$ cat src/rtl/nfs_pkg.sv
package nfs_pkg;

	localparam int IN_W = 31;
	localparam int VAL_W = IN_W + 1;
	localparam int PROD_W = VAL_W + 3;
	localparam int OUT_W = 32;
	localparam int CFG_W = 3;
	localparam int ADDR_W = 3;
	localparam int DATA_W = 32;
	localparam int NUM_RADICES = 4;

	localparam logic [CFG_W-1:0] LIMIT_RESET = CFG_W'(2);
	localparam logic [CFG_W-1:0] LIMIT_MIN = CFG_W'(1);
	localparam logic [CFG_W-1:0] LIMIT_MAX = CFG_W'(NUM_RADICES);

	localparam logic REG_LIMIT = 1'b0;

	typedef logic [1:0] radix_sel_t;
	localparam radix_sel_t RADIX_2 = 2'd0;
	localparam radix_sel_t RADIX_3 = 2'd1;
	localparam radix_sel_t RADIX_5 = 2'd2;
	localparam radix_sel_t RADIX_7 = 2'd3;

	typedef struct packed {
		logic [PROD_W-1:0] prod;
		logic              fits;
		logic              below;
	} unit_res_t;

	function automatic logic [PROD_W-1:0] mul_radix(input logic [VAL_W-1:0] x,
		input radix_sel_t sel);
		logic [PROD_W-1:0] xe;
		logic [PROD_W-1:0] r;
		xe = PROD_W'(x);
		unique case (sel)
			RADIX_2: r = xe << 1;
			RADIX_3: r = (xe << 1) + xe;
			RADIX_5: r = (xe << 2) + xe;
			RADIX_7: r = (xe << 3) - xe;
			default: r = xe;
		endcase
		return r;
	endfunction

endpackage

$ cat src/rtl/nfs_radix_unit.sv
module nfs_radix_unit (
	input  nfs_pkg::radix_sel_t        sel,
	input  logic [nfs_pkg::VAL_W-1:0] operand,
	input  logic [nfs_pkg::VAL_W-1:0] bound,
	input  logic [nfs_pkg::VAL_W-1:0] target,
	output nfs_pkg::unit_res_t         res
);
	import nfs_pkg::*;

	logic [PROD_W-1:0] prod;

	assign prod = mul_radix(operand, sel);

	always_comb begin
		res.prod  = prod;
		res.fits  = prod <= PROD_W'(bound);
		res.below = operand < target;
	end

endmodule

$ cat src/rtl/nfs_seq.sv
module nfs_seq (
	input  logic                       clk,
	input  logic                       arst_n,
	input  logic                       start,
	input  logic [nfs_pkg::IN_W-1:0]  target,
	input  logic [nfs_pkg::CFG_W-1:0] limit,
	input  logic                       done_ready,
	output logic                       busy,
	output logic                       done_valid,
	output logic [nfs_pkg::VAL_W-1:0] best
);
	import nfs_pkg::*;

	localparam logic [2:0] ST_IDLE = 3'd0;
	localparam logic [2:0] ST_POW  = 3'd1;
	localparam logic [2:0] ST_T7   = 3'd2;
	localparam logic [2:0] ST_T5   = 3'd3;
	localparam logic [2:0] ST_T3   = 3'd4;
	localparam logic [2:0] ST_T2   = 3'd5;
	localparam logic [2:0] ST_DONE = 3'd6;

	logic [2:0]       state_q;
	logic [VAL_W-1:0] n_q, bound_q, best_q, p2_q, p3_q, p5_q, cur_q;
	logic             f2_q, f3_q, f5_q, f7_q;

	radix_sel_t       sel;
	logic [VAL_W-1:0] operand;
	unit_res_t        ur;
	logic [VAL_W-1:0] prod;
	logic [2:0]       used;
	logic [CFG_W-1:0] lim;
	logic             take;

	always_comb begin
		unique case (state_q)
			ST_POW: begin
				sel = RADIX_2;
				operand = bound_q;
			end
			ST_T5: begin
				sel = RADIX_5;
				operand = p5_q;
			end
			ST_T3: begin
				sel = RADIX_3;
				operand = p3_q;
			end
			ST_T2: begin
				sel = RADIX_2;
				operand = p2_q;
			end
			default: begin
				sel = RADIX_7;
				operand = cur_q;
			end
		endcase
	end

	nfs_radix_unit u_unit (
		.sel    (sel),
		.operand(operand),
		.bound  (bound_q),
		.target (n_q),
		.res    (ur)
	);

	assign prod = ur.prod[VAL_W-1:0];
	assign used = 3'(f2_q) + 3'(f3_q) + 3'(f5_q) + 3'(f7_q);

	always_comb begin
		priority if (limit < LIMIT_MIN) begin
			lim = LIMIT_MIN;
		end else if (limit > LIMIT_MAX) begin
			lim = LIMIT_MAX;
		end else begin
			lim = limit;
		end
	end

	assign take = !ur.below && (cur_q < best_q) && (3'(used) <= 3'(lim));

	always_ff @(posedge clk or negedge arst_n) begin
		if (!arst_n) begin
			state_q <= ST_IDLE;
		end else begin
			unique case (state_q)
				ST_IDLE: if (start) state_q <= ST_POW;
				ST_POW:  if (!ur.below) state_q <= ST_T7;
				ST_T7:   if (!(ur.below && ur.fits)) state_q <= ST_T5;
				ST_T5:   state_q <= (ur.below && ur.fits) ? ST_T7 : ST_T3;
				ST_T3:   state_q <= (ur.below && ur.fits) ? ST_T7 : ST_T2;
				ST_T2:   state_q <= (ur.below && ur.fits) ? ST_T7 : ST_DONE;
				ST_DONE: if (done_ready) state_q <= ST_IDLE;
				default: state_q <= ST_IDLE;
			endcase
		end
	end

	always_ff @(posedge clk) begin
		unique case (state_q)
			ST_IDLE: begin
				if (start) begin
					n_q <= (target == '0) ? VAL_W'(1) : VAL_W'(target);
					bound_q <= VAL_W'(1);
				end
			end
			ST_POW: begin
				if (ur.below) begin
					bound_q <= prod;
				end else begin
					best_q <= bound_q;
					p2_q <= VAL_W'(1);
					p3_q <= VAL_W'(1);
					p5_q <= VAL_W'(1);
					cur_q <= VAL_W'(1);
					{f2_q, f3_q, f5_q, f7_q} <= 4'b0000;
				end
			end
			ST_T7: begin
				if (take) best_q <= cur_q;
				if (ur.below && ur.fits) begin
					cur_q <= prod;
					f7_q <= 1'b1;
				end
			end
			ST_T5: begin
				if (ur.below && ur.fits) begin
					p5_q <= prod;
					cur_q <= prod;
					f5_q <= 1'b1;
					f7_q <= 1'b0;
				end
			end
			ST_T3: begin
				if (ur.below && ur.fits) begin
					p3_q <= prod;
					p5_q <= prod;
					cur_q <= prod;
					f3_q <= 1'b1;
					{f5_q, f7_q} <= 2'b00;
				end
			end
			ST_T2: begin
				if (ur.below && ur.fits) begin
					p2_q <= prod;
					p3_q <= prod;
					p5_q <= prod;
					cur_q <= prod;
					f2_q <= 1'b1;
					{f3_q, f5_q, f7_q} <= 3'b000;
				end
			end
			default: begin
			end
		endcase
	end

	assign busy = state_q != ST_IDLE;
	assign done_valid = state_q == ST_DONE;
	assign best = best_q;

endmodule

$ cat src/rtl/nfs_regs.sv
module nfs_regs (
	input  logic                        clk,
	input  logic                        arst_n,
	input  logic                        psel,
	input  logic                        penable,
	input  logic                        pwrite,
	input  logic [nfs_pkg::ADDR_W-1:0] paddr,
	input  logic [nfs_pkg::DATA_W-1:0] pwdata,
	output logic [nfs_pkg::DATA_W-1:0] prdata,
	output logic                        pready,
	output logic [nfs_pkg::CFG_W-1:0]  limit
);
	import nfs_pkg::*;

	logic [CFG_W-1:0] limit_q;

	assign pready = 1'b1;

	always_ff @(posedge clk or negedge arst_n) begin
		if (!arst_n) begin
			limit_q <= LIMIT_RESET;
		end else if (psel && penable && pwrite && pready && paddr[2] == REG_LIMIT) begin
			limit_q <= pwdata[CFG_W-1:0];
		end
	end

	assign prdata = (paddr[2] == REG_LIMIT) ? DATA_W'(limit_q) : '0;
	assign limit = limit_q;

endmodule

$ cat src/rtl/next_fft_size_unit.sv
// Channel    Handshake                 Payload
// request    req_valid / req_stall     target_size  [30:0]
// response   rsp_valid / rsp_stall     fft_size     [31:0]
// config     APB psel/penable/pwrite   max_distinct_radices at byte address 0
//
// One transaction first finds the power-of-two bound by doubling from 1, then visits
// the candidate lengths of the radix-7/5/3/2 walk and steps back over exhausted loop
// levels, all through the single radix multiplier.
// req_stall is high from acceptance until the result is moved to the output register.
// A result waiting under rsp_stall holds; the next request may already be accepted.
// arst_n clears the sequencer, the output valid and sets the radix limit to 2.
module next_fft_size_unit (
	input  logic                        clk,
	input  logic                        arst_n,
	input  logic                        req_valid,
	output logic                        req_stall,
	input  logic [nfs_pkg::IN_W-1:0]   target_size,
	output logic                        rsp_valid,
	input  logic                        rsp_stall,
	output logic [nfs_pkg::OUT_W-1:0]  fft_size,
	input  logic                        psel,
	input  logic                        penable,
	input  logic                        pwrite,
	input  logic [nfs_pkg::ADDR_W-1:0] paddr,
	input  logic [nfs_pkg::DATA_W-1:0] pwdata,
	output logic [nfs_pkg::DATA_W-1:0] prdata,
	output logic                        pready
);
	import nfs_pkg::*;

	logic [CFG_W-1:0] limit;
	logic             busy, done_valid, done_ready;
	logic [VAL_W-1:0] best;
	logic             out_valid_q;
	logic [OUT_W-1:0] out_q;

	nfs_regs u_regs (
		.clk    (clk),
		.arst_n (arst_n),
		.psel   (psel),
		.penable(penable),
		.pwrite (pwrite),
		.paddr  (paddr),
		.pwdata (pwdata),
		.prdata (prdata),
		.pready (pready),
		.limit  (limit)
	);

	nfs_seq u_seq (
		.clk       (clk),
		.arst_n    (arst_n),
		.start     (req_valid && !busy),
		.target    (target_size),
		.limit     (limit),
		.done_ready(done_ready),
		.busy      (busy),
		.done_valid(done_valid),
		.best      (best)
	);

	assign done_ready = !out_valid_q || !rsp_stall;
	assign req_stall = busy;

	always_ff @(posedge clk or negedge arst_n) begin
		if (!arst_n) begin
			out_valid_q <= 1'b0;
		end else if (done_valid && done_ready) begin
			out_valid_q <= 1'b1;
		end else if (!rsp_stall) begin
			out_valid_q <= 1'b0;
		end
	end

	always_ff @(posedge clk) begin
		if (done_valid && done_ready) out_q <= OUT_W'(best);
	end

	assign rsp_valid = out_valid_q;
	assign fft_size = out_q;

endmodule

$ cat config.mk
export PLATFORM = sky130hd
export DESIGN_NAME = next_fft_size_unit
export DESIGN_NICKNAME = d
export VERILOG_FILES = /design/src/rtl/nfs_pkg.sv /design/src/rtl/nfs_radix_unit.sv /design/src/rtl/nfs_seq.sv /design/src/rtl/nfs_regs.sv /design/src/rtl/next_fft_size_unit.sv
export SDC_FILE = /design/constraint.sdc
export NUM_CORES = 1
export LEC_CHECK = 0
export BUFFER_PORTS_ARGS = -buffer_cell sky130_fd_sc_hd__buf_4
export CAP_MARGIN = 30
export CORE_MARGIN = 2
export CORE_UTILIZATION = 40
export CTS_CLUSTER_DIAMETER = 60
export DETAILED_ROUTE_END_ITERATION = 7
export HOLD_SLACK_MARGIN = 0.15
export PLACE_DENSITY = 0.63
export SETUP_SLACK_MARGIN = 0.3
export SLEW_MARGIN = 10
export SYNTH_ARGS = -nofsm -noshare
export SYNTH_HDL_FRONTEND = slang
export SYNTH_HIERARCHICAL = 1
export SYNTH_SLANG_ARGS = --single-unit
$ cat constraint.sdc
create_clock -name clk -period 9 [get_ports clk]
set_input_delay 1.8 -clock clk [delete_from_list [all_inputs] [get_ports clk]]
set_output_delay 1.8 -clock clk [all_outputs]
set_load 0.02 [all_outputs]
==> impl_metrics.csv, run 1 <==
group,metric,value,unit
clocking,cts_made_buffers,34,
grt,largest_net_degree_at_the_start_of_global_routing,65,
sta,grt_setup_unrepaired,"no",
critical_path,path_common_cell,"o21ai_0",
floorplanning,core,49900,um^2
synthesis,muxShareOfSynthArea,0.0758,
synthesis,synth_adder_area_share,0.124,
sta,post_route_worst_hold_slack,443,ps
cells_and_area,top_library_cells_by_usage_in_the_layout_fill_and_taps_aside,"edfxtp_1, ha_1, nand2_1, o21ai_0, inv_1",
sta,relSlewSlack,0.313,
grt,first_pass_grt_wire_length,83000,um
placement,place_congestion,0.910,
critical_path,cp-end-kind,"flop",
synthesis,avgSynthCellArea,9.84,um^2
hold_path,timing.hold.worst.class,"flop to flop",
floorplanning,pin_count,140,
synthesis,yosys_warnings,6,
floorplanning,die_h,228,um
route,antenna_left,0,
grt,grt-ovfl-total,0,
floorplanning,num_rows,82,
critical_path,cpMaxStageDelayCell,"dfrtp_4",
clocking,cts-root-buf,"clkbuf_16",
clocking,insertion_delay,560,ps
grt,grt_pass1_vias,15000,
placement,dpl.hpwl,38900,um
floorplanning,die_width,228,um
synthesis,ys_async_sr_fraction,0.0263,
route,viasPerCell,5.54,
sta,slew_violations,0,
cells_and_area,layout.cells.most_common,"edfxtp_1",
clocking,clkSlewWorstSetupHoldPaths,60,ps
critical_path,worst_path_largest_cell_delay,760,ps
clocking,cts.sinks,266,
grt,groute.usage.overall,0.200,
route,route.detailed.wl_per_inst,19.2,um
sta,final_hold_viol_count,0,
status,run_status,"completed",
synthesis,seq_area_frac_synth,0.396,
sta,fin_worst_skew,38.3,ps
job,max_cap_violations,0,
clocking,cts_tree,"built",
synthesis,syn-instance-count,2041,
placement,port_buffers,78,
critical_path,cp.required,9230,ps
route,route.vias.total,15600,
cells_and_area,post_route_cells_drive_above_1_share,0.131,
synthesis,netlist_area,20100,um^2
route,drt_first_iter_violations,1313,
route,routed_wl,53800,um
clocking,cts-resized-gates,0,
cells_and_area,num-nets-final,2380,
clocking,clock_tree.htree_level_count,2,
critical_path,path_max_fanout,32,
cells_and_area,antenna_cells,0,
sta,finalWorstPathRequiredPeriod,8120,ps
synthesis,synth_simple_gate_area_share,0.148,
synthesis,synth_top_family_by_area,"compound AO/OA/AOI/OAI gates",
critical_path,crit_type,"flop to flop",
synthesis,synth_cell_types,86,
sta,max_freq,123,MHz
critical_path,crit_path_start_kind,"flop",
sta,tightestPinTransition,1020,ps
synthesis,synth_xor_xnor_area_share,0.0345,
sta,totalNegativeSetupSlack,0,ps
route,pre_repair_dr_iteration_count,5,
synthesis,post_synth_edffs,259,
grt,number_of_antenna_violations_at_the_first_check_in_global_routing,1,
synthesis,synth-seq-cells,266,
clocking,cts_max_path_buffers,3,
route,post-route-drc-count,0,
floorplanning,initial_core_util,0.403,
sta,final-setup-viol-count,0,
sta,finalCritPeriodShare,0.903,
cells_and_area,area_growth,12.9,%
floorplanning,die_area,52000,um^2
synthesis,synth_flop_cell,"edfxtp_1",
critical_path,cp_data_arrival_time,8350,ps
synthesis,synth_compound_gate_area_share,0.157,
area by class of cell:
| class | count | area [um^2] |
|---|---|---|
| fillers | 4714 | 27200 |
| well taps | 672 | 841 |
| repair buffers | 144 | 1200 |
| inverters | 156 | 586 |
| clock inverters | 15 | 158 |
| clock buffers | 45 | 892 |
| multi-input cells | 1508 | 11000 |
| flip-flops and latches | 266 | 7960 |
critical path, delay by kind of cell, from the launching register on:
kind / cells / cell delay (ps)
buffers and inverters: 3 / 690
multiplexers: 2 / 380
flip-flops: 1 / 760
AO/OA/AOI/OAI: 14 / 3380
AND/OR/NAND/NOR: 8 / 1460
adder cells (fa/ha/maj): 3 / 1090
sequential cells by signal, indices dropped and copies added (netlist names), 3 cells and up:
register       cells
u_seq/p3_q        32
u_seq/bound_q     32
u_seq/n_q         31
u_seq/p5_q        32
fft_size          32
u_seq/state_q      3
u_regs/limit       3
u_seq/p2_q        32
u_seq/cur_q       32
u_seq/best        32
cells by family after synthesis:
family          Yosys count
compound gates          511
xor+xnor                 79
fa+ha+maj               197
buf+inv                 295
flops                   266
mux                     124
other cells               3
simple gates            566
per-stage QoR:
stage | utilization | area (um^2) | setup WS, ps | instances
final | 0.455 | 22700 | 877 | 2806
after global placement | 0.432 | 21500 | 941 | 2741
after CTS | 0.454 | 22600 | 689 | 2803
after detailed placement | 0.433 | 21600 | 753 | 2743
after floorplan | - | 20200 | 383 | 2069
after global routing | 0.455 | 22700 | 364 | 2806
per-layer routing:
layer,track usage,vias to the layer above,part of all wire
met5,0,-,0
met4,0.0566,0,0.020
met3,0.0271,70,0.060
met2,0.329,456,0.46
met1,0.277,7556,0.46
li1,-,7474,-
Yosys cell counts (7+ instances only):
cell type	instances	share of area
clkbuf_1	79	0.015
and3_1	41	0.013
buf_1	9	0.0017
nand4_1	24	0.0075
mux4_2	18	0.020
and2_1	129	0.040
nand3_1	22	0.0055
a21o_1	71	0.027
buf_4	42	0.016
xor2_1	33	0.014
inv_1	156	0.029
mux2i_1	71	0.035
o21ai_0	172	0.043
a31oi_1	23	0.0072
o21a_1	15	0.0056
xnor2_1	46	0.020
nor3_1	18	0.0045
o211ai_1	12	0.0045
ha_1	194	0.12
edfxtp_1	259	0.39
buf_2	7	0.0017
o21bai_1	14	0.0052
nor2b_1	15	0.0047
a211oi_1	15	0.0056
nor4_1	10	0.0031
mux2_2	32	0.018
a21oi_1	123	0.031
o22ai_1	7	0.0022
nand2_1	183	0.034
nand2b_1	24	0.0075
nor2_1	65	0.012
repair_timing:
action,4_1_cts,5_1_grt
buffers inserted,0,3
setup endpoints to repair,0,97
hold buffers,0,0
worst paths after layout:
| kind | startpoint | end | slack, ps | cells past startpoint |
|---|---|---|---|---|
| max in group asynchronous | arst_n | u_regs/limit[1] | 7740 | 1 |
| min reg2reg | u_seq/best[0] | fft_size[0] | 440 | 0 |
| max reg2reg | u_seq/state_q[0] | u_seq/p5_q[25] | 880 | 30 |
| min | u_seq/best[0] | fft_size[0] | 440 | 0 |
| max | u_seq/state_q[0] | u_seq/p5_q[25] | 880 | 30 |
| min in group asynchronous | arst_n | u_regs/limit[2] | 1060 | 1 |
Power of run 1 is left out: the tool's default activity adds up to more than one toggle a clock period on the data nets, which glitch-free logic cannot reach.
==> run 2, diff against run 1 <==
PLACE_DENSITY = 0.61   (was 0.63)
==> impl_metrics.csv, run 2 (synthesis results as in run 1) <==
group,metric,value,unit
cells_and_area,post_route_cells_drive_above_1_share,0.129,
grt,groute.usage.overall,0.201,
critical_path,crit_path_start_kind,"flop",
clocking,cts_setup_buffers,0,
sta,fin_worst_skew,16.5,ps
placement,detailedPlace.worstSlack,848,ps
critical_path,worst-path-buf-inv,2,
grt,number_of_antenna_violations_at_the_first_check_in_global_routing,1,
hold_path,hold_path_end,"fft_size[3]",
critical_path,crit-reg2reg-launch,"u_seq/state_q[1]",
placement,place_congestion,0.907,
clocking,cts_max_path_buffers,3,
clocking,clock_tree.htree_level_count,2,
critical_path,ff2ff_path_depth,30,
floorplanning,pin_count,140,
clocking,post_cts_hold_buffer_count,0,
grt,grt_pass1_vias,15000,
hold_path,timing.hold.worst.class,"flop to flop",
cells_and_area,layout.cells.most_common,"edfxtp_1",
critical_path,worst_path_largest_cell_delay,810,ps
sta,final_hold_viol_count,0,
route,viasPerCell,5.49,
critical_path,cp.required,9240,ps
cells_and_area,antenna_cells,0,
floorplanning,num_rows,82,
floorplanning,die_width,228,um
critical_path,path_max_fanout,46,
clocking,cts.sinks,266,
cells_and_area,top_library_cells_by_usage_in_the_layout_fill_and_taps_aside,"edfxtp_1, ha_1, nand2_1, o21ai_0, inv_1",
clocking,cts-root-buf,"clkbuf_16",
route,pre_repair_dr_iteration_count,6,
floorplanning,core,49900,um^2
sta,totalNegativeSetupSlack,0,ps
sta,post_route_worst_hold_slack,447,ps
critical_path,critPathTopFamily,"compound AO/OA/AOI/OAI gates",
critical_path,crit_type,"flop to flop",
clocking,cts-resized-gates,0,
cells_and_area,area_growth,12.4,%
route,route.detailed.wl_per_inst,18.8,um
critical_path,cp-end-kind,"flop",
cells_and_area,num-nets-final,2376,
sta,tightestPinTransition,1010,ps
status,run_status,"completed",
sta,max_freq,123,MHz
sta,finalCritPeriodShare,0.904,
grt,grt-ovfl-total,0,
route,route.vias.total,15400,
placement,dpl.hpwl,38400,um
critical_path,timing.reg2reg.setup_slack,860,ps
critical_path,worstSetupPathDepth,30,
sta,slew_violations,0,
sta,grt_setup_unrepaired,"no",
placement,port_buffers,78,
grt,first_pass_grt_wire_length,83300,um
clocking,insertion_delay,550,ps
cells_and_area,multi_input_area,11000,um^2
job,max_cap_violations,0,
clocking,cts_tree,"built",
cells_and_area,fillCellCount,4736,
sta,final-setup-viol-count,0,
route,antenna_left,0,
route,post-route-drc-count,0,
route,routed_wl,52700,um
floorplanning,initial_core_util,0.403,
grt,largest_net_degree_at_the_start_of_global_routing,67,
clocking,clkSlewWorstSetupHoldPaths,50,ps
route,drt_first_iter_violations,1138,
floorplanning,die_area,52000,um^2
floorplanning,die_h,228,um
critical_path,cp_data_arrival_time,8370,ps
critical_path,cpMaxStageDelayCell,"dfrtp_4",
sta,relSlewSlack,0.325,
hold_path,worst_min_path_start,"u_seq/best[3]",
critical_path,regToRegEndpoint,"u_seq/cur_q[25]",
hold_path,hold-path-cell-count,0,
clocking,cts_made_buffers,35,
sta,finalWorstPathRequiredPeriod,8140,ps
sta,setup_slack,863,ps
cells_and_area,seqCellArea,7960,um^2
run 2: how the worst max path moves through the flow:
stage                     startpoint               to  slack (ps)
floorplan           u_seq/state_q[1]    u_seq/p5_q[0]         380
global placement    u_seq/state_q[1]  u_seq/cur_q[28]         900
detailed placement  u_seq/state_q[1]  u_seq/cur_q[28]         850
CTS                 u_seq/state_q[1]  u_seq/cur_q[28]         800
global route        u_seq/state_q[0]    u_seq/p5_q[5]         350
finish              u_seq/state_q[1]  u_seq/cur_q[25]         860
run 2: worst register-to-register path, delay by kind of cell, from the launching register on:
family	cells	cell delay, ps
AO/OA/AOI/OAI	16	3810
AND/OR/NAND/NOR	7	1540
adder cells (fa/ha/maj)	3	1000
flip-flops	1	810
buffers and inverters	2	310
multiplexers	1	250
XOR/XNOR	1	90
run 2: layout make-up:
cell class | count | area share
clock inverters | 11 | 0.00421
flip-flops and latches | 266 | 0.353
repair buffers | 139 | 0.0499
clock buffers | 50 | 0.0413
multi-input cells | 1508 | 0.489
well taps | 672 | 0.0372
inverters | 156 | 0.0259
run 2: layer usage:
metal	wire length, um	track usage
met5	0	0
met4	1110	0.0554
met3	2790	0.0245
met2	24200	0.329
met1	24500	0.281
run 2: per-stage QoR:
| stage | cell area (um^2) | std cells | util |
|---|---|---|---|
| after floorplan | 20200 | 2069 | - |
| after global placement | 21500 | 2737 | 0.431 |
| after detailed placement | 21500 | 2740 | 0.432 |
| after CTS | 22600 | 2801 | 0.452 |
| after global routing | 22600 | 2802 | 0.453 |
| final | 22600 | 2802 | 0.453 |
Power of run 2 is left out for the same reason.
==> run 3, diff against run 2 <==
CORE_UTILIZATION = 45   (was 40)
PLACE_DENSITY = 0.67   (was 0.61)
RECOVER_POWER = 25   (was not set)
==> impl_metrics.csv, run 3 (synthesis results as in run 1) <==
group,metric,value,unit
status,run_status,"finished, violations left",
status,violations_in_the_final_reports,"capacitance limit, slew limit",
floorplanning,die_h,215,um
route,route.layer.met1.wl,23200,um
floorplanning,die_area,46300,um^2
critical_path,regToRegEndpoint,"u_seq/cur_q[7]",
grt,grt-ovfl-total,0,
critical_path,cpMaxStageDelayCell,"dfrtp_4",
route,routed.top_layer,"met4",
sta,final_hold_viol_count,0,
critical_path,crit_path_start_kind,"flop",
route,met2_length,23600,um
sta,max_freq,122,MHz
cells_and_area,multi_input_area,11000,um^2
clocking,cts-root-buf,"clkbuf_16",
critical_path,path_max_fanout,61,
critical_path,timing.reg2reg.setup_slack,800,ps
hold_path,worst_min_path_start,"u_seq/best[15]",
grt,largest_net_degree_at_the_start_of_global_routing,67,
critical_path,ff2ff_path_depth,32,
placement,place_congestion,0.931,
route,route.met3.wl,2530,um
placement,dpl.hpwl,37300,um
route,viasPerCell,5.59,
clocking,cts_tree,"built",
clocking,post_cts_hold_buffer_count,0,
cells_and_area,top_library_cells_by_usage_in_the_layout_fill_and_taps_aside,"edfxtp_1, ha_1, nand2_1, o21ai_0, inv_1",
cells_and_area,post_route_cells_drive_above_1_share,0.121,
critical_path,worst_path_largest_cell_delay,950,ps
hold_path,timing.hold.worst.class,"flop to flop",
floorplanning,die_width,215,um
cells_and_area,layout.cell_area.non_filler,22400,um^2
hold_path,hold_path_end,"fft_size[15]",
floorplanning,num_rows,77,
critical_path,crit_type,"flop to flop",
sta,relSlewSlack,-0.297,
clocking,insertion_delay,540,ps
sta,slew_violations,35,
cells_and_area,layout.cells.most_common,"edfxtp_1",
cells_and_area,area_growth,11.7,%
clocking,clkSlewWorstSetupHoldPaths,50,ps
cells_and_area,postLayoutCoreUtil,0.508,
critical_path,crit-reg2reg-launch,"u_seq/state_q[1]",
job,max_cap_violations,1,
clocking,cts_setup_buffers,0,
route,routed_wl,50000,um
critical_path,cp.required,9210,ps
clocking,cts_made_buffers,34,
cells_and_area,num-nets-final,2375,
sta,setup_slack,796,ps
critical_path,cp_data_arrival_time,8410,ps
cells_and_area,fillCellCount,4023,
grt,groute.usage.overall,0.214,
route,drt_first_iter_violations,1055,
hold_path,hold-path-cell-count,0,
cells_and_area,seqCellArea,7960,um^2
floorplanning,pin_count,140,
cells_and_area,antenna_cells,0,
floorplanning,initial_core_util,0.455,
placement,dpl-instance-area,21500,um^2
route,antenna_left,0,
sta,grt_setup_unrepaired,"no",
sta,finalWorstPathRequiredPeriod,8200,ps
grt,number_of_antenna_violations_at_the_first_check_in_global_routing,0,
clocking,cts-resized-gates,0,
route,route.detailed.wl_per_inst,18.4,um
sta,final-setup-viol-count,0,
placement,port_buffers,78,
grt,first_pass_grt_wire_length,79600,um
sta,fin_worst_skew,27.3,ps
clocking,clock_tree.htree_level_count,2,
route,pre_repair_dr_iteration_count,7,
sta,finalCritPeriodShare,0.912,
clocking,cts.sinks,266,
grt,grt_pass1_vias,14800,
placement,detailedPlace.worstSlack,1010,ps
clocking,cts_max_path_buffers,3,
floorplanning,core,44100,um^2
critical_path,cp-end-kind,"flop",
route,route.vias.total,15200,
sta,totalNegativeSetupSlack,0,ps
route,post-route-drc-count,0,
sta,tightestPinTransition,1950,ps
[run 3: worst max-delay path: cells and delay by family (launching register included)]
kind	cells	cell delay (ps)
simple gates	8	1500
flops	1	950
compound gates	16	3410
fa+ha+maj	3	900
xor+xnor	1	80
buf+inv	4	900
[run 3: final cells by class]
class                      instances  area share
multi-input combinational       1508       0.491
clock inverter                    13     0.00575
timing repair buffer             139      0.0478
inverter                         156      0.0261
sequential                       266       0.355
tap                              592      0.0330
clock buffer                      49      0.0414
[run 3: per-stage QoR]
stage / instances / hold slack (ps)
detailed placement: 2660 / 434
global placement: 2657 / 431
CTS: 2722 / 444
global route: 2723 / 455
floorplan: 2069 / 418
finish: 2723 / 444
[run 3: how the worst max path moves through the flow]
stage                     slack (ps)        startpoint  depth (start not counted)         endpoint
after floorplan                  380  u_seq/state_q[1]                         30    u_seq/p5_q[0]
after global placement          1090  u_seq/state_q[0]                         29   u_seq/cur_q[8]
after detailed placement        1010  u_seq/state_q[1]                         31   u_seq/cur_q[6]
after CTS                        940  u_seq/state_q[1]                         31  u_seq/cur_q[13]
after global routing             330  u_seq/state_q[1]                         32  u_seq/cur_q[13]
final                            800  u_seq/state_q[1]                         32   u_seq/cur_q[7]
[run 3: layer usage]
layer  GRT usage  up-vias
met1       0.298     7298
met3      0.0262       52
li1            -     7479
met5           0        -
met4      0.0462        0
met2       0.359      380
Power of run 3 is left out for the same reason.
